$ cat config.mk
export PLATFORM = sky130hd
export DESIGN_NAME = dget_ctrl
export DESIGN_NICKNAME = d
export VERILOG_FILES = /design/src/hw/rtl/assert_macros.svh /design/src/hw/rtl/dget_pkg.sv /design/src/hw/rtl/dget_ctrl.sv
export SDC_FILE = /design/constraint.sdc
export NUM_CORES = 1
export LEC_CHECK = 0
export ABC_CLOCK_PERIOD_IN_PS = 2700
export BUFFER_PORTS_ARGS = -buffer_cell sky130_fd_sc_hd__buf_2
export CORE_AREA = 2 2 39 41
export CTS_CLUSTER_SIZE = 8
export DETAILED_ROUTE_END_ITERATION = 6
export DIE_AREA = 0 0 41 43
export SLEW_MARGIN = 15
export SYNTH_ARGS = -nofsm -noshare
export SYNTH_HDL_FRONTEND = slang
export SYNTH_SLANG_ARGS = --single-unit
export TNS_END_PERCENT = 50
$ cat constraint.sdc
create_clock -name i_clk -period 2.7 [get_ports i_clk]
set_clock_uncertainty 0.05 [all_clocks]
set_input_delay 0.54 -clock i_clk [delete_from_list [all_inputs] [get_ports i_clk]]
set_output_delay 0.54 -clock i_clk [all_outputs]
set_load 0.05 [all_outputs]
$ cat src/hw/rtl/assert_macros.svh
// ----------------------------------------------------------------------------
// Assertion macros
// Shared concurrent assertion shorthands. They compile to nothing when
// SYNTHESIS is defined.
// ----------------------------------------------------------------------------
`ifndef ASSERT_MACROS_SVH
`define ASSERT_MACROS_SVH

`ifndef SYNTHESIS

// Same-cycle implication, disabled while reset is asserted.
`define ASSERT_IMPLIES(lbl, clk, rst_n, ante, cons, msg) \
    lbl: assert property (@(posedge clk) disable iff (!rst_n) (ante) |-> (cons)) \
        else $error(msg);

// Next-cycle implication, disabled while reset is asserted.
`define ASSERT_NEXT(lbl, clk, rst_n, ante, cons, msg) \
    lbl: assert property (@(posedge clk) disable iff (!rst_n) (ante) |=> (cons)) \
        else $error(msg);

`else

`define ASSERT_IMPLIES(lbl, clk, rst_n, ante, cons, msg)
`define ASSERT_NEXT(lbl, clk, rst_n, ante, cons, msg)

`endif

`endif

$ cat src/hw/rtl/dget_pkg.sv
// ----------------------------------------------------------------------------
// Edge table package
// Field widths, operation and status codes, controller states and the
// command and status bundles between the controller and the datapath.
// ----------------------------------------------------------------------------
package dget_pkg;

    // Fixed widths of the channel fields.
    localparam int MODE_W   = 3;
    localparam int KEY_W    = 32;
    localparam int STATUS_W = 2;

    // Operation codes carried in the mode field.
    typedef enum logic [MODE_W-1:0] {
        MODE_ADD_NODE     = 3'd0,
        MODE_REMOVE_NODE  = 3'd1,
        MODE_ADD_EDGE     = 3'd2,
        MODE_REMOVE_EDGE  = 3'd3,
        MODE_LIST_TARGETS = 3'd4,
        MODE_LIST_NODES   = 3'd5
    } t_mode;

    // Result status codes.
    typedef enum logic [STATUS_W-1:0] {
        ST_DONE   = 2'd0,
        ST_NODE   = 2'd1,
        ST_TARGET = 2'd2,
        ST_FULL   = 2'd3
    } t_status;

    // Controller states.
    typedef enum logic [1:0] {
        S_IDLE,
        S_SCAN,
        S_EXEC,
        S_LIST
    } t_state;

    // Commands from the controller to the datapath.
    typedef struct packed {
        logic load;        // capture the input transaction
        logic scan_start;  // start a lookup walk over the key memory
        logic list_start;  // start a list walk over the selected bits
        logic list_all;    // list walk covers every used slot
        logic exec;        // apply the update and post the status result
        logic emit_empty;  // post the result of an empty list
    } t_cmd;

    // Status from the datapath to the controller.
    typedef struct packed {
        logic in_list_all; // incoming mode lists all nodes
        logic in_scan;     // incoming mode needs a key lookup
        logic walk_done;   // walk over the slots has finished
        logic go_list;     // target list of a known node follows
        logic out_free;    // output register can take a result
        logic emitted;     // current list has produced at least one item
    } t_sts;

endpackage

$ cat src/hw/rtl/dget_ctrl.sv
// ----------------------------------------------------------------------------
// Edge table controller
// Sequences each operation: accept, key lookup walk, update, list walk.
// ----------------------------------------------------------------------------
module dget_ctrl import dget_pkg::*; (
    input  logic   i_clk,
    input  logic   i_rst_n,
    input  logic   i_in_valid,
    output logic   o_in_ready,
    input  t_sts   i_sts,
    output t_cmd   o_cmd
);

    t_state r_state;
    t_state n_state;

    // State register.
    always_ff @(posedge i_clk) begin
        if (!i_rst_n) begin
            r_state <= S_IDLE;
        end else begin
            r_state <= n_state;
        end
    end

    // Next-state logic.
    always_comb begin
        n_state = r_state;
        case (r_state)
            S_IDLE: begin
                if (i_in_valid && i_rst_n) begin
                    if (i_sts.in_list_all) begin
                        n_state = S_LIST;
                    end else if (i_sts.in_scan) begin
                        n_state = S_SCAN;
                    end else begin
                        n_state = S_EXEC;
                    end
                end
            end
            S_SCAN: begin
                if (i_sts.walk_done) begin
                    n_state = S_EXEC;
                end
            end
            S_EXEC: begin
                if (i_sts.go_list) begin
                    n_state = S_LIST;
                end else if (i_sts.out_free) begin
                    n_state = S_IDLE;
                end
            end
            S_LIST: begin
                if (i_sts.walk_done && (i_sts.emitted || i_sts.out_free)) begin
                    n_state = S_IDLE;
                end
            end
            default: begin
                n_state = S_IDLE;
            end
        endcase
    end

    // Command outputs.
    always_comb begin
        o_cmd      = '0;
        o_in_ready = 1'b0;
        case (r_state)
            S_IDLE: begin
                o_in_ready = i_rst_n;
                if (i_in_valid && i_rst_n) begin
                    o_cmd.load = 1'b1;
                    if (i_sts.in_list_all) begin
                        o_cmd.list_start = 1'b1;
                        o_cmd.list_all   = 1'b1;
                    end else if (i_sts.in_scan) begin
                        o_cmd.scan_start = 1'b1;
                    end
                end
            end
            S_SCAN: begin
                o_cmd = '0;
            end
            S_EXEC: begin
                if (i_sts.go_list) begin
                    o_cmd.list_start = 1'b1;
                end else if (i_sts.out_free) begin
                    o_cmd.exec = 1'b1;
                end
            end
            S_LIST: begin
                if (i_sts.walk_done && !i_sts.emitted && i_sts.out_free) begin
                    o_cmd.emit_empty = 1'b1;
                end
            end
            default: begin
                o_cmd = '0;
            end
        endcase
    end

endmodule

After elaboration in Yosys (flattened, before gate mapping):

Index checks and enable logic that the tools add are counted.

* output and inout port bits: 7
* memories: 0
* logic and storage cells: 38
* input bits: 9
* memory bits (read-only): 0
* memory bits (writable): 0
* flip-flop bits (word level): 2
* latch bits: 0

* multiplexer cells: 22
* div/mod/pow operators: 0
* bitwise gates (word level): 0
* add/sub/neg operators: 0
* shift-type cells: 0
* reduce and logical (&&, ||, !) cells: 8
* equal/unequal tests: 7
* $mul: 0
* order comparisons: 0

Operator list (count)
* 2-bit 2-to-1 mux: 9
* 1-bit 2-to-1 mux: 10
* 2-bit one-hot mux with 4 select lines: 1
* 2-bit inequality test (second input constant): 3
* 2-bit == test (second input constant): 2
* 1-bit logical AND: 4
* 4-bit 2-to-1 mux: 1
* 4-bit AND reduction: 1
* 3-bit inequality test (second input constant): 1
* 2-bit by 1-bit == test with 1-bit output (second input constant): 1
* 2-bit zero test: 1
* 1-bit one-hot mux with 2 select lines: 1
* 1-bit zero test: 1
* 1-bit logical OR: 1

Longest topological paths before layout:

Gate-level depths: netlist of run 1.

* depth in word-level cells: 5
* mapped depth: 3
* depth with buffers taken out: 3

Least setup slack after synthesis of run 1:

No wires, ideal clock.

* path kind: input port to output port
* start point: in i_rst_n
* end point: out o_cmd[4] in the netlist's numbering
* cell stages on the path: 2
* path slack: 271 ps
* buffers on the path: 0
* arrival: 1839 ps
* cell sequence: nor3b_2 and3_1

RTL lines
* start: declaration: line dget_ctrl.sv:7 `input logic i_rst_n,`
* end: declaration: line dget_ctrl.sv:11 `output t_cmd o_cmd`

==> results of run 1 <==
-- area by class of cell --
cell class | instances | area (um^2)
fill | 146 | 1080
multi-input combinational | 20 | 135
timing repair buffer | 15 | 75.1
sequential | 2 | 40.0
clock buffer | 3 | 22.5
tap | 16 | 20.0
inverter | 2 | 7.51
-- tightest hold or removal path: stages --
cell	delay, ns
buf_2	0.11
o21ai_0	0.08
a21oi_1	0.05
-- through the flow --
stage | area (um^2) | worst slack (ns) | hold WS, ns | util, %
2_1_floorplan | 183 | 0.271 | 0.530 | -
3_3_place_gp | 278 | 0.846 | 0.574 | 20.1
3_5_place_dp | 278 | 0.815 | 0.579 | 20.1
4_1_cts | 300 | 0.781 | 0.554 | 21.7
5_1_grt | 300 | 0.729 | 0.563 | 21.7
6_report | 300 | 0.772 | 0.558 | 21.7
-- layer usage --
| layer | vias to the layer above | share of wire, % |
|---|---|---|
| met4 | 0 | 0 |
| met5 | - | 0 |
| met3 | 0 | 13 |
| met1 | 105 | 54 |
| met2 | 13 | 32 |
| li1 | 132 | - |
-- synth_stat cells (all sizes together) --
| library cell | n | area [um^2] |
|---|---|---|
| inv | 2 | 7.51 |
| o21ai | 1 | 5.00 |
| o2111ai | 1 | 8.76 |
| dfxtp | 2 | 40.0 |
| and4b | 1 | 10.0 |
| nor3b | 2 | 20.0 |
| nand4 | 1 | 6.26 |
| o311ai | 1 | 8.76 |
| nor2b | 1 | 6.26 |
| and3 | 2 | 12.5 |
| nand2 | 3 | 13.8 |
| nor3 | 2 | 15.0 |
| and2 | 1 | 6.26 |
| a21oi | 3 | 15.0 |
| o211ai | 1 | 7.51 |
-- kinds of logic (layout without fill, tap and decap cells) --
logic type             Yosys count  after routing  synth area share, %
AOI/OAI and AO/OA                7              7                 24.7
DFF                              2              2                 21.9
buffers and inverters            2             20                 4.11
and+or+nand+nor                 13             13                 49.3
-- power by group through the flow --
stage	clock, mW	combinational (mW)	sequential (mW)
after CTS	0.0701	0.0597	0.0419
after global placement	0	0.0590	0.0421
after floorplan	0	0.0421	0.0403
after global routing	0.0739	0.0628	0.0426
after detailed placement	0	0.0596	0.0421
final	0.0657	0.0595	0.0421
-- worst min path at each step --
stage                          start          to  cells after the start  slack (ns)
after floorplan           r_state[0]  r_state[0]                      2        0.53
final                        i_rst_n  r_state[0]                      3        0.56
after global routing         i_rst_n  r_state[0]                      3        0.56
after detailed placement  r_state[0]  r_state[0]                      2        0.58
after global placement    r_state[0]  r_state[0]                      2        0.57
after CTS                    i_rst_n  r_state[0]                      3        0.55
==> results.md, run 1 <==
- Gr usage total: 6.81%
- GRT overflow: 0
- Setup crit end kind: primary output
- Worst slew pin tran: 0.269 ns
- R2R depth: 3
- Final hold vios: 0
- I/O pin cnt: 16
- Final period util: 71.4%
- DRC: 0
- Slew headroom: 82.0%
- Routability Congestion: 0.699
- Drt first pass iters: 2
- Switch share: 39.0%
- Total CTS buffers: 3
- Syn Std Cell Area: 183 um^2
- Number of instances in the placed design: 55
- Worst path required time: 2.11 ns
- Post-synthesis cell count: 24
- Setup violators final: 0
- R2r endpoint: r_state[1]
- Root Buffer: clkbuf_4
- P per Cell Area: 557 mW/mm^2
- Worst hold path class: input pin to register
- Crit path cell chain: nand2_1 -> nor3_1 -> buf_2
- Setup TNS: 0 ns
- Clock tree buffer depth: 2
- Via count: 250
- GRT met2 Usage: 5.31%
- Most common cell after layout, fill and taps aside: buf_2
- #FFs+latches synth: 2
- Critical Path End: o_cmd[0]
- Routed wire length: 558 um
- Internal power: 0.102 mW
- # Post-CTS Setup Buffers: 0
- R2R Path Start: r_state[1]
- Vias in the first global route: 184
- Startpoint Class: register
- Cell variety after synth: 18
- Crit path from: r_state[0]
- Sequential share of the synthesized area: 21.9%
- Outcome: completed
- Wire per inst: 9.62 um
- Nets: 53
- Die Y-Extent: 43 um
- Post-route minimum period: 1.93 ns
- Average size of a mapped cell: 7.61 um^2
- Most Crowded Layer GR: met1
- Starting Density: 13.2%
- CP Depth: 3
- Initial antenna violation count: 0
- Pin count of the biggest net entering global routing: 8
- Leak pwr: 0.151 nW
- Critical path peak fanout: 7
- Die W: 41 um
- CTS tree: built
- Port bufs: 15
- Met1 Track Usage GR: 11.2%
- Cts hold-fix bufs: 0
- RSZ-0062 raised after global routing: false
- F_max: 519 MHz
- Delay-heaviest family, CP: flip-flops
- P&R area growth vs syn: 64.4%
- Total of max-cap violations: 0
- Post-Syn Nets: 33
- Combinational power share: 35.6%
- Design Power: 0.167 mW
- CP peak stage delay: 0.46 ns
- Largest regs: r_state x2
- Critical path buffer and inverter count: 1
- Yosys warns: 0
- Core area: 0.00138 mm^2
- Commonest cells after routing, fill and taps aside: 15 x buf_2, 3 x a21oi_1, 3 x clkbuf_4
- 1st-iter DRT viols: 5
- Share of layout cells above drive strength 1: 50.0%
- Via density per instance: 4.31
- Clk_lat worst skew: 0.22 ns
- Seq pwr share: 25.2%
- Non-Filler Instances: 58
- Clock Power Share: 39.3%
- Die area: 0.00176 mm^2
- Sink Count: 2
- Critical path's slowest cell: dfxtp_1
- Htree depth: 1
- Crit path arrival time: 1.34 ns
- Top reg by flops: r_state
- Met3 Track Usage GR: 3.66%
- # diodes: 0
- Final Max Tran Viols: 0
- P_sw: 0.0652 mW
- Global-route wire length before repair: 779 um
- VDD IR max: 0.150 mV
- Max reg flops: 2
- DPL Wire Length: 451 um
- CTS clk-pin slew, worst paths: 0.03 ns
- Worst R2R Setup Slack: 1.62 ns
- Site row count: 14
- Post-DRT Antenna Nets: 0
- Critical path class: register to primary output
- Post_cts resized: 0
(Power assumes the default switching activity.)
==> inputs of run 2 (changes only) <==
--- a/config.mk
+++ b/config.mk
@@ -5,7 +5,8 @@
 export SDC_FILE = /design/constraint.sdc
 export NUM_CORES = 1
 export LEC_CHECK = 0
-export ABC_CLOCK_PERIOD_IN_PS = 2700
+export ABC_AREA = 1
+export ABC_CLOCK_PERIOD_IN_PS = 1850
 export BUFFER_PORTS_ARGS = -buffer_cell sky130_fd_sc_hd__buf_2
 export CORE_AREA = 2 2 39 41
 export CTS_CLUSTER_SIZE = 8
==> constraint.sdc (replaced) <==
create_clock -name i_clk -period 1.85 [get_ports i_clk]
set_clock_uncertainty 0.05 [all_clocks]
set_input_delay 0.37 -clock i_clk [delete_from_list [all_inputs] [get_ports i_clk]]
set_output_delay 0.37 -clock i_clk [all_outputs]
set_load 0.05 [all_outputs]
==> run 2 against run 1 <==
Effect of this change:
- sequential power up 50%
- die area unchanged
- combinational power grew to 2.8 times the previous value
- clock-buffer cell count did not move
- core utilization is 5.1 points higher
- cell count rose by 33%
- critical endpoint is now o_cmd[3]
- flip-flop and latch count unchanged
- register-to-register slack got worse by 0.91 ns
==> results.md, run 2 <==
- Root Buffer: clkbuf_4 (unchanged)
- Drt first pass iters: 4 (was 2)
- Setup TNS: 0 ns (unchanged)
- Pin count of the biggest net entering global routing: 7 (was 8)
- P per Cell Area: 885 mW/mm^2 (was 557 mW/mm^2)
- Htree depth: 1 (unchanged)
- Via density per instance: 3.90 (was 4.31)
- Setup crit end kind: primary output (unchanged)
- Post-DRT Antenna Nets: 0 (unchanged)
- Total CTS buffers: 3 (unchanged)
- Clock tree buffer depth: 2 (unchanged)
- Top post-synthesis cells by count: 13 x nand2_1, 9 x nor2_1, 7 x inv_1, 3 x a21oi_1 (was 3 x a21oi_1, 2 x and3_1, 2 x dfxtp_1, 2 x inv_1, 2 x nand2_1)
- Max reg flops: 2 (unchanged)
- Nets: 72 (was 53)
- Final period util: 94.8%
- Cts hold-fix bufs: 0 (unchanged)
- Outcome: completed (unchanged)
- CTS tree: built (unchanged)
- Worst path required time: 1.43 ns (was 2.11 ns)
- Top cells by area, synth: nand2_1 23%, dfxtp_1 18%, nor2_1 16% (was dfxtp_1 22%, a21oi_1 8.2%, and3_1 6.8%)
- #FFs+latches synth: 2 (unchanged)
- DRC: 0 (unchanged)
- Global-route wire length before repair: 793 um (was 779 um)
- Routability Congestion: 0.692 (was 0.699)
- Starting Density: 15.6% (was 13.2%)
- Syn Std Cell Area: 216 um^2 (was 183 um^2)
- Share of layout cells above drive strength 1: 39.3% (was 50.0%)
- Initial antenna violation count: 0 (unchanged)
- Gr usage total: 7.11% (was 6.81%)
- Most frequent cell after synthesis: nand2_1 (was a21oi_1)
- Die Y-Extent: 43 um (unchanged)
- Average size of a mapped cell: 5.03 um^2 (was 7.61 um^2)
- Finished Core Util: 26.8% (was 21.7%)
- Leak pwr: 0.197 nW (was 0.151 nW)
- Final hold vios: 0 (unchanged)
- Most used DFF post-synth: dfxtp_1 (unchanged)
- I/O pin cnt: 16 (unchanged)
- Worst hold path class: input pin to register (unchanged)
- Core area: 0.00138 mm^2 (unchanged)
- Vias in the first global route: 220 (was 184)
- Design Power: 0.328 mW (was 0.167 mW)
- Setup violators final: 0 (unchanged)
- # diodes: 0 (unchanged)
- Yosys warns: 0 (unchanged)
- Slew headroom: 83.4% (was 82.0%)
- Setup ws final: 0.0960 ns (was 0.772 ns)
- Startpoint Class: register (unchanged)
- Critical path peak fanout: 6 (was 7)
- Fillers: 159 (was 146)
- Commonest cells after routing, fill and taps aside: 13 x nand2_1, 13 x buf_2, 7 x inv_1, 7 x nor2_1, 4 x clkbuf_4 (was 15 x buf_2, 3 x a21oi_1, 3 x clkbuf_4)
- Post-synth EDFFs: 0 (unchanged)
- Port bufs: 15 (unchanged)
- Site row count: 14 (unchanged)
- Worst slew pin tran: 0.250 ns (was 0.269 ns)
- Cell variety after synth: 12 (was 18)
- Hold_ws: 0.363 ns (was 0.558 ns)
- Largest area contributor in the netlist: nand2_1 (was dfxtp_1)
- Number of instances in the placed design: 74 (was 55)
- Die W: 41 um (unchanged)
- Wire per inst: 7.48 um (was 9.62 um)
- 1st-iter DRT viols: 5 (unchanged)
- Top reg by flops: r_state (unchanged)
- Clk_lat worst skew: 0.22 ns (about the same)
- Post-Syn Nets: 52 (was 33)
- Post-DP Area: 343 um^2 (was 278 um^2)
- F_max: 570 MHz
- Fin area: 370 um^2 (was 300 um^2)
- Die area: 0.00176 mm^2 (unchanged)
- Pre-CTS WS: 0.237 ns (was 0.815 ns)
- Post-synthesis cell count: 43 (was 24)
- # Post-CTS Setup Buffers: 0 (unchanged)
- Via count: 300 (was 250)
- RSZ-0062 raised after global routing: false (unchanged)
- DPL Wire Length: 473 um (was 451 um)
- Share of synthesized flip-flops with an asynchronous set or reset: 0% (unchanged)
- GRT overflow: 0 (unchanged)
- Crit path arrival time: 1.33 ns (was 1.34 ns)
- Sequential share of the synthesized area: 18.5% (was 21.9%)
- Critical path class: register to primary output (unchanged)
- Post-route minimum period: 1.75 ns
- Share of the synthesized area in the top cell type: 22.5% (was 21.9%)
- Sink Count: 2 (unchanged)
- VDD IR max: 0.212 mV (was 0.150 mV)
- Total of max-cap violations: 0 (unchanged)
- CTS clk-pin slew, worst paths: 0.03 ns (about the same)
- P&R area growth vs syn: 71.1% (was 64.4%)
- Non-Filler Instances: 77 (was 58)
- Routed wire length: 576 um (was 558 um)
- Final Max Tran Viols: 0 (unchanged)
- Largest regs: r_state x2 (unchanged)
[run 2: cell types whose count changed in the layout (fill, tap and decap cells not counted), moves of 2 or more]
| cell | previous run | this run |
|---|---|---|
| buf_2 | 15 | 13 |
| inv_1 | 2 | 7 |
| and3_1 | 2 | 0 |
| nor2_4 | 0 | 2 |
| nor2_1 | 0 | 7 |
| nand2_1 | 2 | 13 |
| nand3_1 | 0 | 2 |
[run 2: cells by family (layout without fill, tap and decap cells)]
kind of cell | Yosys count | count (layout) | synth area share, %
DFF | 2 | 2 | 18.5
AOI/OAI and AO/OA | 5 | 5 | 11.6
and+or+nand+nor | 29 | 29 | 57.8
buffers and inverters | 7 | 25 | 12.1
[run 2: repair_timing]
item | in CTS | in global routing
gates resized for setup | 0 | 3
hold endpoints to repair | 0 | 0
setup endpoints to repair | 0 | 2
[run 2: worst paths after layout]
check / from / endpoint / slack, ns / cells after the start
setup / recovery: r_state[0] / o_cmd[3] / 0.1 / 6
hold / removal: i_rst_n / r_state[1] / 0.36 / 3
setup reg to reg: r_state[1] / r_state[0] / 0.71 / 6
hold reg to reg: r_state[0] / r_state[0] / 0.49 / 2
[run 2: final cells by class]
cell class | instances | area [um^2] | area share, %
inverter | 7 | 26.3 | 7.09
tap | 16 | 20.0 | 5.41
timing repair buffer | 15 | 80.1 | 21.6
clock buffer | 3 | 22.5 | 6.08
multi-input combinational | 34 | 181 | 49.0
sequential | 2 | 40.0 | 10.8
[run 2: critical path, stage by stage, from the launching register on]
cell	delay (ns)
dfxtp_1	0.35
nor2_1	0.16
inv_1	0.10
nor2_4	0.08
inv_1	0.09
o21ai_4	0.12
buf_4	0.20
[run 2: where the power goes]
part,switching [mW],leakage (nW),internal (mW)
Clock,0.0254,0.0138,0.0717
Combinational,0.118,0.167,0.0497
Sequential,0.0111,0.0165,0.0520
Total,0.154,0.197,0.173
[run 2: layer usage]
metal  share of wire, %  global-route usage, %  vias up
met5                  0                      0        -
met4                  0                   8.00        0
met3                5.9                   3.14        0
met2                 42                   7.81        9
met1                 52                   8.95      117
li1                   -                      -      174
