$ cat src/hw/rtl/assert_macros.svh
// ----------------------------------------------------------------------------
// Assertion macros
// Shared concurrent assertion shorthands. They compile to nothing when
// SYNTHESIS is defined.
// ----------------------------------------------------------------------------
`ifndef ASSERT_MACROS_SVH
`define ASSERT_MACROS_SVH

`ifndef SYNTHESIS

// Same-cycle implication, disabled while reset is asserted.
`define ASSERT_IMPLIES(lbl, clk, rst_n, ante, cons, msg) \
    lbl: assert property (@(posedge clk) disable iff (!rst_n) (ante) |-> (cons)) \
        else $error(msg);

// Next-cycle implication, disabled while reset is asserted.
`define ASSERT_NEXT(lbl, clk, rst_n, ante, cons, msg) \
    lbl: assert property (@(posedge clk) disable iff (!rst_n) (ante) |=> (cons)) \
        else $error(msg);

`else

`define ASSERT_IMPLIES(lbl, clk, rst_n, ante, cons, msg)
`define ASSERT_NEXT(lbl, clk, rst_n, ante, cons, msg)

`endif

`endif

$ cat src/hw/rtl/dget_pkg.sv
// ----------------------------------------------------------------------------
// Edge table package
// Field widths, operation and status codes, controller states and the
// command and status bundles between the controller and the datapath.
// ----------------------------------------------------------------------------
package dget_pkg;

    // Fixed widths of the channel fields.
    localparam int MODE_W   = 3;
    localparam int KEY_W    = 32;
    localparam int STATUS_W = 2;

    // Operation codes carried in the mode field.
    typedef enum logic [MODE_W-1:0] {
        MODE_ADD_NODE     = 3'd0,
        MODE_REMOVE_NODE  = 3'd1,
        MODE_ADD_EDGE     = 3'd2,
        MODE_REMOVE_EDGE  = 3'd3,
        MODE_LIST_TARGETS = 3'd4,
        MODE_LIST_NODES   = 3'd5
    } t_mode;

    // Result status codes.
    typedef enum logic [STATUS_W-1:0] {
        ST_DONE   = 2'd0,
        ST_NODE   = 2'd1,
        ST_TARGET = 2'd2,
        ST_FULL   = 2'd3
    } t_status;

    // Controller states.
    typedef enum logic [1:0] {
        S_IDLE,
        S_SCAN,
        S_EXEC,
        S_LIST
    } t_state;

    // Commands from the controller to the datapath.
    typedef struct packed {
        logic load;        // capture the input transaction
        logic scan_start;  // start a lookup walk over the key memory
        logic list_start;  // start a list walk over the selected bits
        logic list_all;    // list walk covers every used slot
        logic exec;        // apply the update and post the status result
        logic emit_empty;  // post the result of an empty list
    } t_cmd;

    // Status from the datapath to the controller.
    typedef struct packed {
        logic in_list_all; // incoming mode lists all nodes
        logic in_scan;     // incoming mode needs a key lookup
        logic walk_done;   // walk over the slots has finished
        logic go_list;     // target list of a known node follows
        logic out_free;    // output register can take a result
        logic emitted;     // current list has produced at least one item
    } t_sts;

endpackage

$ cat src/hw/rtl/dget_datapath.sv
// ----------------------------------------------------------------------------
// Edge table datapath
// Key memory, slot and edge flags, the slot walk pipeline, update logic
// and the result register.
// ----------------------------------------------------------------------------
module dget_datapath import dget_pkg::*; #(
    parameter int MAX_NODES = 16,
    parameter int KEY_BITS  = 32
) (
    input  logic                i_clk,
    input  logic                i_rst_n,
    input  t_cmd                i_cmd,
    output t_sts                o_sts,
    input  logic [MODE_W-1:0]   i_mode,
    input  logic [KEY_W-1:0]    i_node_key,
    input  logic [KEY_W-1:0]    i_target_key,
    input  logic                i_out_ready,
    output logic                o_out_valid,
    output logic [KEY_W-1:0]    o_item_key,
    output logic                o_has_item,
    output logic [STATUS_W-1:0] o_status,
    output logic                o_last
);

    localparam int IW = $clog2(MAX_NODES);
    localparam int CW = $clog2(MAX_NODES + 1);

    // Captured operation.
    logic [MODE_W-1:0]    r_mode;
    logic [KEY_BITS-1:0]  r_a;
    logic [KEY_BITS-1:0]  r_b;

    // Table state.
    logic [KEY_BITS-1:0]  r_key_mem [MAX_NODES];
    logic [MAX_NODES-1:0] r_used;
    logic [MAX_NODES-1:0] r_edge [MAX_NODES];

    // Walk pipeline.
    logic                 r_walking;
    logic                 r_listing;
    logic                 r_qv;
    logic [CW-1:0]        r_idx;
    logic [IW-1:0]        r_qi;
    logic [KEY_BITS-1:0]  r_q;
    logic [MAX_NODES-1:0] r_bits;
    logic                 r_emitted;

    // Lookup results.
    logic                 r_a_hit;
    logic                 r_b_hit;
    logic                 r_free_hit;
    logic [IW-1:0]        r_a_slot;
    logic [IW-1:0]        r_b_slot;
    logic [IW-1:0]        r_free_slot;

    // Result register.
    logic                 r_ov;
    logic [KEY_W-1:0]     r_okey;
    logic                 r_ohas;
    logic [STATUS_W-1:0]  r_ostat;
    logic                 r_olast;

    logic                 idx_ok;
    logic                 need_emit;
    logic                 out_free;
    logic                 adv;
    logic                 cons;
    logic                 list_emit;
    logic                 list_last;
    logic                 q_used;
    logic                 a_eq;
    logic                 b_eq;
    t_status              x_st;
    logic                 x_add;
    logic                 x_rem_node;
    logic                 x_add_edge;
    logic                 x_rem_edge;

    // Capture the operation at the input transaction.
    always_ff @(posedge i_clk) begin
        if (i_cmd.load) begin
            r_mode <= i_mode;
            r_a    <= KEY_BITS'(i_node_key);
            r_b    <= KEY_BITS'(i_target_key);
        end
    end

    // Walk advance: a listed item waits until the result register frees up.
    assign idx_ok    = (r_idx < CW'(MAX_NODES));
    assign out_free  = !r_ov || i_out_ready;
    assign need_emit = r_listing && r_qv && r_bits[r_qi];
    assign adv       = r_walking && (!need_emit || out_free);
    assign cons      = adv && r_qv;
    assign list_emit = cons && need_emit;
    assign q_used    = r_used[r_qi];
    assign a_eq      = (r_q == r_a);
    assign b_eq      = (r_q == r_b);

    // The listed item is the last one when no selected bit lies above it.
    always_comb begin
        list_last = 1'b1;
        for (int j = 0; j < MAX_NODES; j++) begin
            if (r_bits[j] && (j > int'(r_qi))) begin
                list_last = 1'b0;
            end
        end
    end

    // Walk control and lookup flags.
    always_ff @(posedge i_clk) begin
        if (!i_rst_n) begin
            r_walking  <= 1'b0;
            r_listing  <= 1'b0;
            r_qv       <= 1'b0;
            r_idx      <= '0;
            r_emitted  <= 1'b0;
            r_a_hit    <= 1'b0;
            r_b_hit    <= 1'b0;
            r_free_hit <= 1'b0;
        end else if (i_cmd.scan_start || i_cmd.list_start) begin
            r_walking <= 1'b1;
            r_listing <= i_cmd.list_start;
            r_qv      <= 1'b0;
            r_idx     <= '0;
            r_emitted <= 1'b0;
            if (i_cmd.scan_start) begin
                r_a_hit    <= 1'b0;
                r_b_hit    <= 1'b0;
                r_free_hit <= 1'b0;
            end
        end else if (adv) begin
            if (idx_ok) begin
                r_qv  <= 1'b1;
                r_idx <= r_idx + CW'(1);
            end else begin
                r_qv      <= 1'b0;
                r_walking <= 1'b0;
            end
            if (cons && !r_listing) begin
                if (q_used && a_eq) begin
                    r_a_hit <= 1'b1;
                end
                if (q_used && b_eq) begin
                    r_b_hit <= 1'b1;
                end
                if (!q_used) begin
                    r_free_hit <= 1'b1;
                end
            end
            if (list_emit) begin
                r_emitted <= 1'b1;
            end
        end
    end

    // Key memory read, lookup slots and list bits.
    always_ff @(posedge i_clk) begin
        if (adv && idx_ok) begin
            r_q  <= r_key_mem[r_idx[IW-1:0]];
            r_qi <= r_idx[IW-1:0];
        end
        if (cons && !r_listing) begin
            if (q_used && a_eq) begin
                r_a_slot <= r_qi;
            end
            if (q_used && b_eq) begin
                r_b_slot <= r_qi;
            end
            if (!q_used && !r_free_hit) begin
                r_free_slot <= r_qi;
            end
        end
        if (i_cmd.list_start) begin
            r_bits <= i_cmd.list_all ? r_used : r_edge[r_a_slot];
        end
    end

    // Update decision for the captured operation.
    always_comb begin
        x_st       = ST_DONE;
        x_add      = 1'b0;
        x_rem_node = 1'b0;
        x_add_edge = 1'b0;
        x_rem_edge = 1'b0;
        case (r_mode)
            MODE_ADD_NODE: begin
                if (r_a_hit) begin
                    x_st = ST_NODE;
                end else if (!r_free_hit) begin
                    x_st = ST_FULL;
                end else begin
                    x_add = 1'b1;
                end
            end
            MODE_REMOVE_NODE: begin
                if (!r_a_hit) begin
                    x_st = ST_NODE;
                end else begin
                    x_rem_node = 1'b1;
                end
            end
            MODE_ADD_EDGE: begin
                if (r_a == r_b) begin
                    x_st = ST_TARGET;
                end else if (!r_a_hit) begin
                    x_st = ST_NODE;
                end else if (!r_b_hit) begin
                    x_st = ST_TARGET;
                end else begin
                    x_add_edge = 1'b1;
                end
            end
            MODE_REMOVE_EDGE: begin
                if (!r_a_hit) begin
                    x_st = ST_NODE;
                end else if (!r_b_hit) begin
                    x_st = ST_TARGET;
                end else begin
                    x_rem_edge = 1'b1;
                end
            end
            MODE_LIST_TARGETS: begin
                x_st = r_a_hit ? ST_DONE : ST_NODE;
            end
            default: begin
                x_st = ST_DONE;
            end
        endcase
    end

    // Key memory write on a node add.
    always_ff @(posedge i_clk) begin
        if (i_cmd.exec && x_add) begin
            r_key_mem[r_free_slot] <= r_a;
        end
    end

    // Slot flags and edge rows. Removing a node clears its row and column.
    always_ff @(posedge i_clk) begin
        if (!i_rst_n) begin
            r_used <= '0;
            for (int i = 0; i < MAX_NODES; i++) begin
                r_edge[i] <= '0;
            end
        end else if (i_cmd.exec) begin
            if (x_add) begin
                r_used[r_free_slot] <= 1'b1;
                r_edge[r_free_slot] <= '0;
            end
            if (x_rem_node) begin
                r_used[r_a_slot] <= 1'b0;
                for (int i = 0; i < MAX_NODES; i++) begin
                    if (IW'(i) == r_a_slot) begin
                        r_edge[i] <= '0;
                    end else begin
                        r_edge[i][r_a_slot] <= 1'b0;
                    end
                end
            end
            if (x_add_edge) begin
                r_edge[r_a_slot][r_b_slot] <= 1'b1;
            end
            if (x_rem_edge) begin
                r_edge[r_a_slot][r_b_slot] <= 1'b0;
            end
        end
    end

    // Result register valid.
    always_ff @(posedge i_clk) begin
        if (!i_rst_n) begin
            r_ov <= 1'b0;
        end else if (list_emit || i_cmd.exec || i_cmd.emit_empty) begin
            r_ov <= 1'b1;
        end else if (i_out_ready) begin
            r_ov <= 1'b0;
        end
    end

    // Result register payload.
    always_ff @(posedge i_clk) begin
        if (list_emit) begin
            r_okey  <= KEY_W'(r_q);
            r_ohas  <= 1'b1;
            r_ostat <= ST_DONE;
            r_olast <= list_last;
        end else if (i_cmd.exec) begin
            r_okey  <= '0;
            r_ohas  <= 1'b0;
            r_ostat <= x_st;
            r_olast <= 1'b1;
        end else if (i_cmd.emit_empty) begin
            r_okey  <= '0;
            r_ohas  <= 1'b0;
            r_ostat <= ST_DONE;
            r_olast <= 1'b1;
        end
    end

    assign o_out_valid = r_ov;
    assign o_item_key  = r_okey;
    assign o_has_item  = r_ohas;
    assign o_status    = r_ostat;
    assign o_last      = r_olast;

    // Status toward the controller.
    always_comb begin
        o_sts.in_list_all = (i_mode == MODE_LIST_NODES);
        o_sts.in_scan     = i_mode inside {[MODE_ADD_NODE:MODE_LIST_TARGETS]};
        o_sts.walk_done   = !r_walking;
        o_sts.go_list     = (r_mode == MODE_LIST_TARGETS) && r_a_hit;
        o_sts.out_free    = out_free;
        o_sts.emitted     = r_emitted;
    end

endmodule

$ cat config.mk
export PLATFORM = sky130hd
export DESIGN_NAME = dget_datapath
export DESIGN_NICKNAME = d
export VERILOG_FILES = /design/src/hw/rtl/assert_macros.svh /design/src/hw/rtl/dget_pkg.sv /design/src/hw/rtl/dget_datapath.sv
export SDC_FILE = /design/constraint.sdc
export NUM_CORES = 1
export LEC_CHECK = 0
export BUFFER_PORTS_ARGS = -buffer_cell sky130_fd_sc_hd__buf_2
export CAP_MARGIN = 15
export CORE_ASPECT_RATIO = 1.4
export CORE_MARGIN = 4
export CORE_UTILIZATION = 40
export CTS_CLUSTER_DIAMETER = 50
export CTS_CLUSTER_SIZE = 20
export DETAILED_ROUTE_END_ITERATION = 8
export PLACE_DENSITY = 0.65
export SLEW_MARGIN = 40
export SYNTH_ARGS = -nofsm -noshare
export SYNTH_HDL_FRONTEND = slang
export SYNTH_SLANG_ARGS = --single-unit
$ cat constraint.sdc
create_clock -name i_clk -period 3.1 [get_ports i_clk]
set_input_delay 0.155 -clock i_clk [delete_from_list [all_inputs] [get_ports i_clk]]
set_output_delay 0.155 -clock i_clk [all_outputs]
set_load 0.05 [all_outputs]
### Word-level counts from Yosys, hierarchy flattened

Memory sizes are Yosys's and may differ from the RTL's. A register that Yosys moved wholly into a read port is not among the register bits.
Index checks and enable logic that the tools add are counted.

* bits in registers: 164
* bits in latches: 0
* RAM bits: 768
* ROM bits: 0
* output and inout port bits: 43
* word-level logic and storage cells: 978
* memories kept: 2

Memories
* r_key_mem: words 16, width 32, read ports 1, clocked after Yosys merged registers in 1, wr ports 1, line dget_datapath.sv:34 `logic [KEY_BITS-1:0] r_key_mem [MAX_NODES];`
* r_edge: words 16, width 16, read ports 1, clocked after Yosys merged registers in 1, wr ports 16, line dget_datapath.sv:36 `logic [MAX_NODES-1:0] r_edge [MAX_NODES];`

* add/subtract/negate cells: 1
* $mul: 0
* div/mod/pow operators: 0
* magnitude comparators: 25
* equality and inequality tests: 26
* shifts and indexed selects: 0
* mux-type cells: 546
* bitwise operators: 292
* reductions and logical operators: 64

Operators with widths (number)
* $mux W16: 43
* $mux W1: 484
* $or A1 B1 Y1: 288
* $eq A32 B32 Y1: 3
* $mux W32: 3
* $eq A4 B4 Y1 const A: 8
* $gt A4 B4 Y1 const A: 8
* $reduce_or A16 Y1: 2
* $logic_and A1 B1 Y1: 31
* $lt A4 B5 Y1 const B: 4
* $and A16 B16 Y16: 1
* $eq A3 B4 Y1 const A: 4
* $gt A3 B4 Y1 const A: 4
* $not A16 Y16: 1
* $or A16 B16 Y16: 1
* $mux W2: 7
* $demux W1 S4: 3
* $ge A4 B1 Y1 const B: 3
* $mux W4: 3
* $reduce_and A2 Y1: 6
* $reduce_and A4 Y1: 3
* $reduce_bool A2 Y1: 6
* $bmux W1 S4: 2
* $eq A2 B4 Y1 const A: 2
* 20 further kinds: 34

### Logic depth before layout (Yosys ltp)

Gate-level depths: netlist of run 1.

* word-level depth: 18
* gate-level depth with buffers: 10
* mapped depth without buffers: 6

### Least setup slack after synthesis of run 1

No wires, ideal clock.

* path type: flip-flop to flip-flop
* from: register r_qi[0]
* to: register r_idx[3]
* arrival: 3.225 ns
* data required time: 2.979 ns
* path slack: -0.246 ns
* stages on the path, launching flop included: 8
* period minus slack after synthesis: 3.346 ns
* path through: edfxtp_1 -> buf_6 -> mux4_2 -> mux4_2 -> a211oi_4 -> nand4_1 -> xor2_1 -> nor2_1

* word-level cells in the longest chain between the ends: 7

Ends and longest elaborated chain
* from (decl): line dget_datapath.sv:43 `logic [IW-1:0] r_qi;`
* from (signal assigned): line dget_datapath.sv:160 `r_qi <= r_idx[IW-1:0];`
* $bmux W1 S4: line dget_datapath.sv:91 `assign need_emit = r_listing && r_qv && r_bits[r_qi];`
* $mux W1 (not written as such): line dget_datapath.sv:91
* $logic_and A1 B1 Y1: line dget_datapath.sv:91
* $logic_not A1 Y1: line dget_datapath.sv:92 `assign adv = r_walking && (!need_emit || out_free);`
* $logic_or A1 B1 Y1: line dget_datapath.sv:92
* $logic_and A1 B1 Y1: line dget_datapath.sv:92
* $reduce_and A2 Y1 (no line)
* to (signal assigned): line dget_datapath.sv:134 `r_idx <= r_idx + CW'(1);`
* to (decl): line dget_datapath.sv:42 `logic [CW-1:0] r_idx;`

No other way between the ends. The select of a mux whose other input is x is not followed.
A chain may end at the register's enable or synchronous reset.

==> results of run 1 <==
critical path, stage by stage (launching register included):
cell and delay, ps:
sky130_fd_sc_hd__edfxtp_1 550, sky130_fd_sc_hd__xnor2_1 340, sky130_fd_sc_hd__nand4_1 230, sky130_fd_sc_hd__nor4_4 350, sky130_fd_sc_hd__buf_4 190, sky130_fd_sc_hd__a311oi_4 100
sky130_fd_sc_hd__buf_12 190, sky130_fd_sc_hd__buf_4 190, sky130_fd_sc_hd__a21oi_1 130, sky130_fd_sc_hd__buf_4 260, sky130_fd_sc_hd__o21ai_0 160
routing by layer:
metal | vias up | global-route usage | routed length (um)
li1 | 10400 | - | -
met1 | 13000 | 0.278 | 44000
met2 | 1700 | 0.415 | 66800
met3 | 389 | 0.0455 | 11700
met4 | 6 | 0.126 | 8060
met5 | - | 0 | 70
cells by family after synthesis:
group                      Yosys count  synth area share
DFF                                968             0.698
xor gates and xnor gates            99            0.0211
adders and majority gates            1          0.000304
buffers and inverters              174            0.0182
muxes                              289             0.147
and+or+nand+nor                    637            0.0672
AOI/OAI and AO/OA                  353            0.0487
worst min-delay path by stage:
stage / start / to / slack [ps] / depth (start not counted)
after CTS: i_rst_n / r_listing$_SDFFE_PN0N_ / 4 / 3
final: i_cmd[5] / r_a[15]$_DFFE_PP_ / -0.9 / 1
after global routing: i_cmd[5] / r_a[15]$_DFFE_PP_ / 40 / 1
after global placement: i_node_key[20] / r_a[20]$_DFFE_PP_ / 330 / 1
after detailed placement: i_node_key[5] / r_a[5]$_DFFE_PP_ / 330 / 1
after floorplan: i_node_key[0] / r_a[0]$_DFFE_PP_ / 250 / 0
registers in the layout, summed over array words and instances, names as in the netlist, 2 cells and up, named ones only:
register     count
o_item_key      32
o_status         2
r_a             32
r_a_slot         4
r_b             32
r_b_slot         4
r_bits          16
r_edge         256
r_free_slot      4
r_idx            5
r_key_mem      512
r_mode           3
r_q             32
r_qi             4
r_used          16
metrics by stage:
stage          hold WS, ps  setup TNS [ps]
2_1_floorplan          254           -3850
3_3_place_gp           334               0
3_5_place_dp           333               0
4_1_cts               3.66               0
5_1_grt               42.5               0
6_report            -0.892               0
cell usage in the layout, fill, tap and decap left out, drive strengths merged, types with 15 or more instances in the layout:
master	instances
a21oi	24
and2	38
buf	336
clkbuf	91
clkinv	17
dfxtp	36
dlygate4sd3	71
edfxtp	932
inv	32
mux2	20
mux2i	19
mux4	250
nand2	43
nand2b	15
nand3	20
nor2	441
nor3	16
nor4	21
o211ai	27
o21ai	254
xnor2	33
xor2	66
layout make-up:
type                       instances  area [um^2]
clock inverter                    46          602
multi-input combinational       1379        11900
antenna                            3         7.51
tap                             1339         1680
inverter                           9         33.8
clock buffer                      91         2040
sequential                       968        28700
fill                            8532        53800
timing repair buffer             407         3670
power by group through the flow:
stage	Combinational [mW]	Sequential (mW)	Clock (mW)
after floorplan	0.555	15.2	0
after global placement	1.21	15.2	0
after detailed placement	1.25	15.2	0
after CTS	1.33	14.9	10.6
after global routing	1.41	14.9	11.2
final	1.34	14.9	10.5
what timing repair did:
item                                    in CTS  in global routing
endpoints found under the setup margin       0                  9
hold buffers                                71                  0
gates resized for setup                      0                  3
endpoints found under the hold margin       95                  0
==> summary by stage, run 1 <==
Pwr
For this design the static power due to leakage is 15.5 nW. The analysis attributes to net switching a power of 6.16 mW. The design draws 26.7 mW.

Of the total power, registers draw 0.558. The share of total power dissipated in the clock network is 0.393. Of the total power, the share spent switching nets is 0.230. Cell internal power was estimated by the tool at 20.6 mW. Of the total power, combinational logic draws 0.050. The worst-case IR drop observed on VDD is 539 uV.

Power spread over the standard cell area amounts to 550 mW/mm^2.

Job
The number of maximum-capacitance constraint violations is 0.

Layout
Of the cells placed in the final design, the portion with a size suffix greater than 1 is 0.264. From synthesis to final layout, the design area changed by 18.1%. After the flow finishes, the layout carries non-filler instances totaling 4,242. The finished cells cover 0.0486 mm^2. The final core area utilization is 0.475.

In the final design database the tool counted 2,920 nets.

Die
The horizontal die dimension is 279 um. The floorplan die area is 0.108 mm^2. The floorplan has 139 rows. The die height is 388 um. The number of primary I/O pins is 119.

The initial standard-cell utilization of the core is 0.402. The area of the core region is 0.102 mm^2.

Timing
The part of the cycle the worst path needs is 0.973. The final hold violation count was 2. The count of final max-slew check failures is 0. The worst hold slack across all endpoints is -0.892 ps. For this run, the top clock speed supported by timing is 331 MHz. At the pin with the least slew margin, the transition time is 851 ps.

The final critical path time including I/O delays and setup is 3020 ps. The final worst clock skew is 43.1 ps. The worst path setup slack after routing is 83.0 ps. Setup repair after global routing left no endpoint under its margin.

The worst slew margin relative to its limit is 0.433. The number of failing setup endpoints in the final timing report is 0.

Route
The average vias per placed instance is 6.03. After detailed routing, the average wire length per cell comes to 30.8 um. The first-pass iteration count of the detailed router is 6. The via count is 25,600. The number of DRC markers after the initial detailed-route iteration is 3,533. The number of remaining DRC errors is 0. Wires add up to 131 mm.

In this run the remaining antenna-violating nets after routing total 0.

CTS
TritonCTS built the clock tree. At the later pin of the worst-skew pair, clock insertion delay measures 680 ps. Clock tree synthesis selected as its root buffer the cell sky130_fd_sc_hd__clkbuf_16.

In this run the post-CTS setup repair buffer count came out at 0. The H-tree depth is 3. The number of buffers added by the clock tree synthesis step is 78.

The number of clock sinks seen by CTS is 968. The longest clock path from root to sink contains 3 buffers. After clock tree synthesis, the clock-pin slew on the worst setup and hold paths is 80 ps.

Synthesis
The commonest cells after synthesis are sky130_fd_sc_hd__edfxtp_1 (932), sky130_fd_sc_hd__nor2_1 (441), sky130_fd_sc_hd__mux4_2 (248). The post-synthesis instance area is 0.0412 mm^2. Synthesis produced 2,521 cells.

The most used flip-flop cell after synthesis is sky130_fd_sc_hd__edfxtp_1. The number of enable flip-flop cells after synthesis is 932. Of the post-synthesis cell area, the dominant cell type holds 0.680. sky130_fd_sc_hd__edfxtp_1 takes more of the synthesized area than any other cell.

The total nets after synthesis is 2,598. Yosys attributes the largest share of cell area to sky130_fd_sc_hd__edfxtp_1 (68%), sky130_fd_sc_hd__mux4_2 (14%), sky130_fd_sc_hd__nor2_1 (4.0%). The synthesized area per cell is 16.3 um^2. The count of distinct cell types in the synthesized netlist is 63. The most frequent cell after synthesis is sky130_fd_sc_hd__edfxtp_1. The Yosys step of the flow raised 0 warnings.

Of the synthesized area, sequential elements account for 0.698. For this run, asynchronously set or reset flops after synthesis account for 0. After synthesis the netlist holds a flip-flop and latch count of 968.

Global route
The number of global-route vias before repair is 26,100. The overall global routing resource usage is 0.238. The pin count of the biggest net entering global routing is 77. Summed over all layers, the global routing overflow is 0. The first global-routing pass estimated 186 mm of wire. The initial antenna violation count is 8.

Setup path
The critical path starts at r_a[30]$_DFFE_PP_. The launch instance of the worst register-to-register path is r_a[30]$_DFFE_PP_. The worst setup path is of the register to register kind.

The launching element type of the critical path is a register. In this run the register-to-register setup slack is 80 ps. STA puts the critical path data required time at 3450 ps.

STA classifies the critical path endpoint as a register. The largest driver fanout on the critical path is 27. The endpoint of the worst-slack reg-to-reg timing path is r_edge[2][2]$_SDFFCE_PN0P_. STA puts the critical path data arrival time at 3370 ps. Following the worst setup path forward leads to its endpoint at r_edge[2][2]$_SDFFCE_PN0P_.

Measured in cells, the most critical reg-to-reg path has a length of 10.

Placed design
The placement-stage cell area is 0.0452 mm^2. During placement, the flow inserted port buffers numbering 118. Routability-driven placement finished with a final weighted congestion of 0.997. Once detailed placement completed, the half-perimeter wirelength came to 87.0 mm. OpenSTA, run right after detailed placement, puts the worst setup slack at 146 ps. The post-placement cell count is 4,031.

Status
The run finished, with violations left. The final reports fail on hold timing.

Hold path
The type of the tightest min-delay check is input pin to register.
Note: power is estimated with default switching activity, not from simulation.
==> run 2: changes to the inputs <==
- CAP_MARGIN: 15 -> unset
- MAX_ROUTING_LAYER: unset -> met4
==> run 2 against run 1 <==
The run still ends with hold timing left. Combinational power about the same. First-iteration DRC count down 13%. Via count down 1.0%. Flip-flop and latch count unchanged. Critical path type unchanged. Die area unchanged. Clock skew down 18 ps. Hold slack worse by 10 ps. Final area down 0.61%. Fmax down 1.3%. Utilization down 0.29 points. Critical endpoint is now r_edge[5][13]$_SDFFCE_PN0P_.
==> summary by stage, run 2 (synthesis gave the netlist of run 1 again) <==
Status
Status: finished with violations (unchanged). Failing checks: hold timing (unchanged).

Setup path
The setup slack of the most critical reg-to-reg path came to 40 ps (was 80 ps). The stage delay of the slowest cell on the critical path is 580 ps (was 550 ps). The required time reported for the critical path endpoint is 3400 ps (was 3450 ps).

The largest driver fanout on the critical path is 26 (was 27). The critical path's most frequent cell was sky130_fd_sc_hd__buf_12 (was sky130_fd_sc_hd__buf_4). The start-to-end type of the worst setup path is register to register (unchanged). Crit path cell chain: xnor2_1 > nand4_1 > nor4_4 > buf_4 > a311oi_4 > buf_12 > mux2i_1 > buf_12 > o21ai_0 (was xnor2_1 > nand4_1 > nor4_4 > buf_4 > a311oi_4 > buf_12 > buf_4 > a21oi_1 > buf_4 > o21ai_0).

The launch instance of the worst register-to-register path is r_a[30]$_DFFE_PP_ (unchanged). The worst reg-to-reg path cell count was 9 (was 10). The path length in cells of the critical path came to 9 (was 10). The total buffers and inverters traversed by the critical path is 3 (was 4). The source of the critical timing path is r_a[30]$_DFFE_PP_ (unchanged).

The arrival time of the worst setup path is 3350 ps (was 3370 ps). The largest delay contributor family on the critical path is simple AND/OR/NAND/NOR gates (was buffers and inverters). The slowest library cell on the worst path is sky130_fd_sc_hd__edfxtp_1 (unchanged). The launching element type of the critical path is a register (unchanged). The last element of the critical path is r_edge[5][13]$_SDFFCE_PN0P_ (was r_edge[2][2]$_SDFFCE_PN0P_). The endpoint type of the worst setup path is a register (unchanged). The endpoint of the worst-slack reg-to-reg timing path is r_edge[5][13]$_SDFFCE_PN0P_ (was r_edge[2][2]$_SDFFCE_PN0P_).

Global route
The pin count of the biggest net entering global routing came to 60 (was 77). The overall global routing resource usage is 0.245 (was 0.238). The number of global-route vias before repair came to 26,100 (about the same). The total congestion overflow is 0 (unchanged).

The wire length of the first global-routing pass is 185 mm (was 186 mm). The initial antenna violation count was 6 (was 8).

Pwr
The largest voltage drop on the vdd net is 548 uV (was 539 uV). The static leakage power is 15.4 nW (was 15.5 nW). The power per standard cell area is 540 mW/mm^2 (was 550 mW/mm^2). The power consumption is 26.1 mW (was 26.7 mW).

Die
The number of primary I/O pins is 119 (unchanged). The horizontal die dimension was 279 um (unchanged). The total number of placement rows was 139 (unchanged). The die height is 388 um (unchanged). The floorplan die area is 0.108 mm^2 (unchanged). The area of the core region is 0.102 mm^2 (unchanged). The initial standard-cell utilization of the core came to 0.402 (unchanged).

Timing
The total negative slack is 0 ps (unchanged). The number of failing setup endpoints in the final timing report is 0 (unchanged). The count of final max-slew check failures came to 0 (unchanged). The final hold violation count is 4 (was 2).

The worst path setup slack after routing is 43.9 ps (was 83.0 ps). The worst hold slack across all endpoints is -11.2 ps (was -0.892 ps). The part of the cycle the worst path needs is 0.986 (was 0.973).

The final worst clock skew is 25.6 ps (was 43.1 ps). The maximum clock frequency is 327 MHz (was 331 MHz). The final critical path time including I/O delays and setup is 3060 ps (was 3020 ps). The actual transition at the worst max-transition pin came to 895 ps (was 851 ps). RSZ-0062 raised after global routing: false (unchanged). The worst slew margin relative to its limit is 0.403 (was 0.433).

Layout
The area added between synthesis and finish came to 17.4% (was 18.1%). The number of nets in the final layout is 2,908 (was 2,920). The register with the highest flop count is r_key_mem (unchanged).

The leading cell type in the layout, fill and taps excluded is sky130_fd_sc_hd__edfxtp_1 (unchanged). Commonest cells after routing, fill and taps aside: sky130_fd_sc_hd__edfxtp_1 (932), sky130_fd_sc_hd__nor2_1 (425), sky130_fd_sc_hd__mux4_2 (248) (unchanged). Largest registers ranked by flip-flop count: r_key_mem x512, r_edge x256 (unchanged). The ratio of cells with drive above 1 in the final layout is 0.261 (was 0.264).

The number of flip-flops under the largest register name is 512 (unchanged).

Placed design
The estimated wirelength of the detail-placed design is 85.6 mm (was 87.0 mm). The port buffer count was 118 (unchanged). The worst slack at placement is -86.4 ps (was 146 ps). The global placer's final weighted congestion is 1.03 (was 0.997).

Route
The residual antenna-violating net count after detailed routing came to 0 (unchanged). The first-pass iteration count of the detailed router is 6 (unchanged). The post-detailed-routing wire length is 130 mm (was 131 mm). The number of remaining DRC errors is 0 (unchanged). The average vias per placed instance is 6.00 (was 6.03).

The number of DRC markers after the initial detailed-route iteration is 3,073 (was 3,533). The via count came to 25,300 (was 25,600). The detail-routed net length per standard cell is 30.8 um (about the same).

CTS
The clock input transition at the sequential cells of the worst setup and hold paths was 80 ps (about the same). The clock tree from TritonCTS was built (unchanged). The clock network latency to the later pin of the worst-skew pair came to 650 ps (was 680 ps). The maximum root-to-sink buffer count is 3 (unchanged). The H-tree depth is 3 (unchanged).

The number of buffers added by the clock tree synthesis step is 74 (was 78). The master cell of the clock root buffer is sky130_fd_sc_hd__clkbuf_16 (unchanged). The number of clock sinks seen by CTS is 968 (unchanged).

Job
The number of maximum-capacitance constraint violations is 0 (unchanged).

Hold path
The type of the tightest min-delay check is input pin to register (unchanged).
==> run 2: cell types whose count changed in the layout (fill, tap and decap cells not counted), sizes merged <==
| cell | delta |
|---|---|
| clkinv | -3 |
| inv | -5 |
| bufinv | -1 |
| clkinvlp | +4 |
| dlygate4sd3 | +2 |
| clkbuf | -8 |
| buf | -10 |
| diode | +2 |
==> run 2: final cells by class <==
class                   instances  area, um^2
well taps                    1339        1680
flip-flops and latches        968       28700
clock inverters                41         492
multi-input cells            1379       11900
clock buffers                  83        1940
repair buffers                399        3580
fillers                      8558       54100
inverters                       9        33.8
diodes                          5        12.5
==> run 2: worst reg2reg max path, delay by kind of cell, from the launching register on <==
kind,cells,cell delay (ps)
and+or+nand+nor,2,600
DFF,1,580
xor gates and xnor gates,1,280
buffers and inverters,3,580
muxes,1,180
AOI/OAI and AO/OA,2,490
==> run 2: worst min path at each step <==
stage / endpoint / startpoint / depth (start not counted)
6_report: r_a[20]$_DFFE_PP_ / i_cmd[5] / 1
5_1_grt: r_a[20]$_DFFE_PP_ / i_cmd[5] / 1
4_1_cts: o_out_valid$_SDFFE_PN0P_ / i_out_ready / 3
3_5_place_dp: r_a[9]$_DFFE_PP_ / i_node_key[9] / 1
3_3_place_gp: r_b[12]$_DFFE_PP_ / i_target_key[12] / 1
2_1_floorplan: r_a[0]$_DFFE_PP_ / i_node_key[0] / 0
==> run 2: where the power goes <==
part	switching, mW	internal, mW
Combinational	0.809	0.516
Sequential	0.229	14.7
Clock	4.89	5.01
Total	5.93	20.2
==> run 2: per-stage QoR <==
stage | hold slack (ps) | instance area [um^2] | cells | util
detailed placement | 333 | 45100 | 4021 | 0.441
global placement | 331 | 45100 | 4021 | 0.440
floorplan | 254 | 41200 | 2521 | -
global route | 17.0 | 48300 | 4220 | 0.472
finish | -11.2 | 48300 | 4223 | 0.472
CTS | 110 | 48300 | 4218 | 0.471
==> run 2: per-layer routing <==
layer | wire [um] | vias up | track usage
met5 | 0 | - | -
met2 | 66800 | 1542 | 0.414
met4 | 8010 | 0 | 0.123
li1 | - | 10400 | -
met3 | 11100 | 357 | 0.0405
met1 | 44300 | 13000 | 0.284
==> run 2: repair_timing <==
| item | in CTS | in global routing |
|---|---|---|
| endpoints found under the hold margin | 77 | 0 |
| setup buffers | 0 | 0 |
| hold buffers | 73 | 0 |
| gates resized for setup | 2 | 2 |
| endpoints found under the setup margin | 4 | 4 |
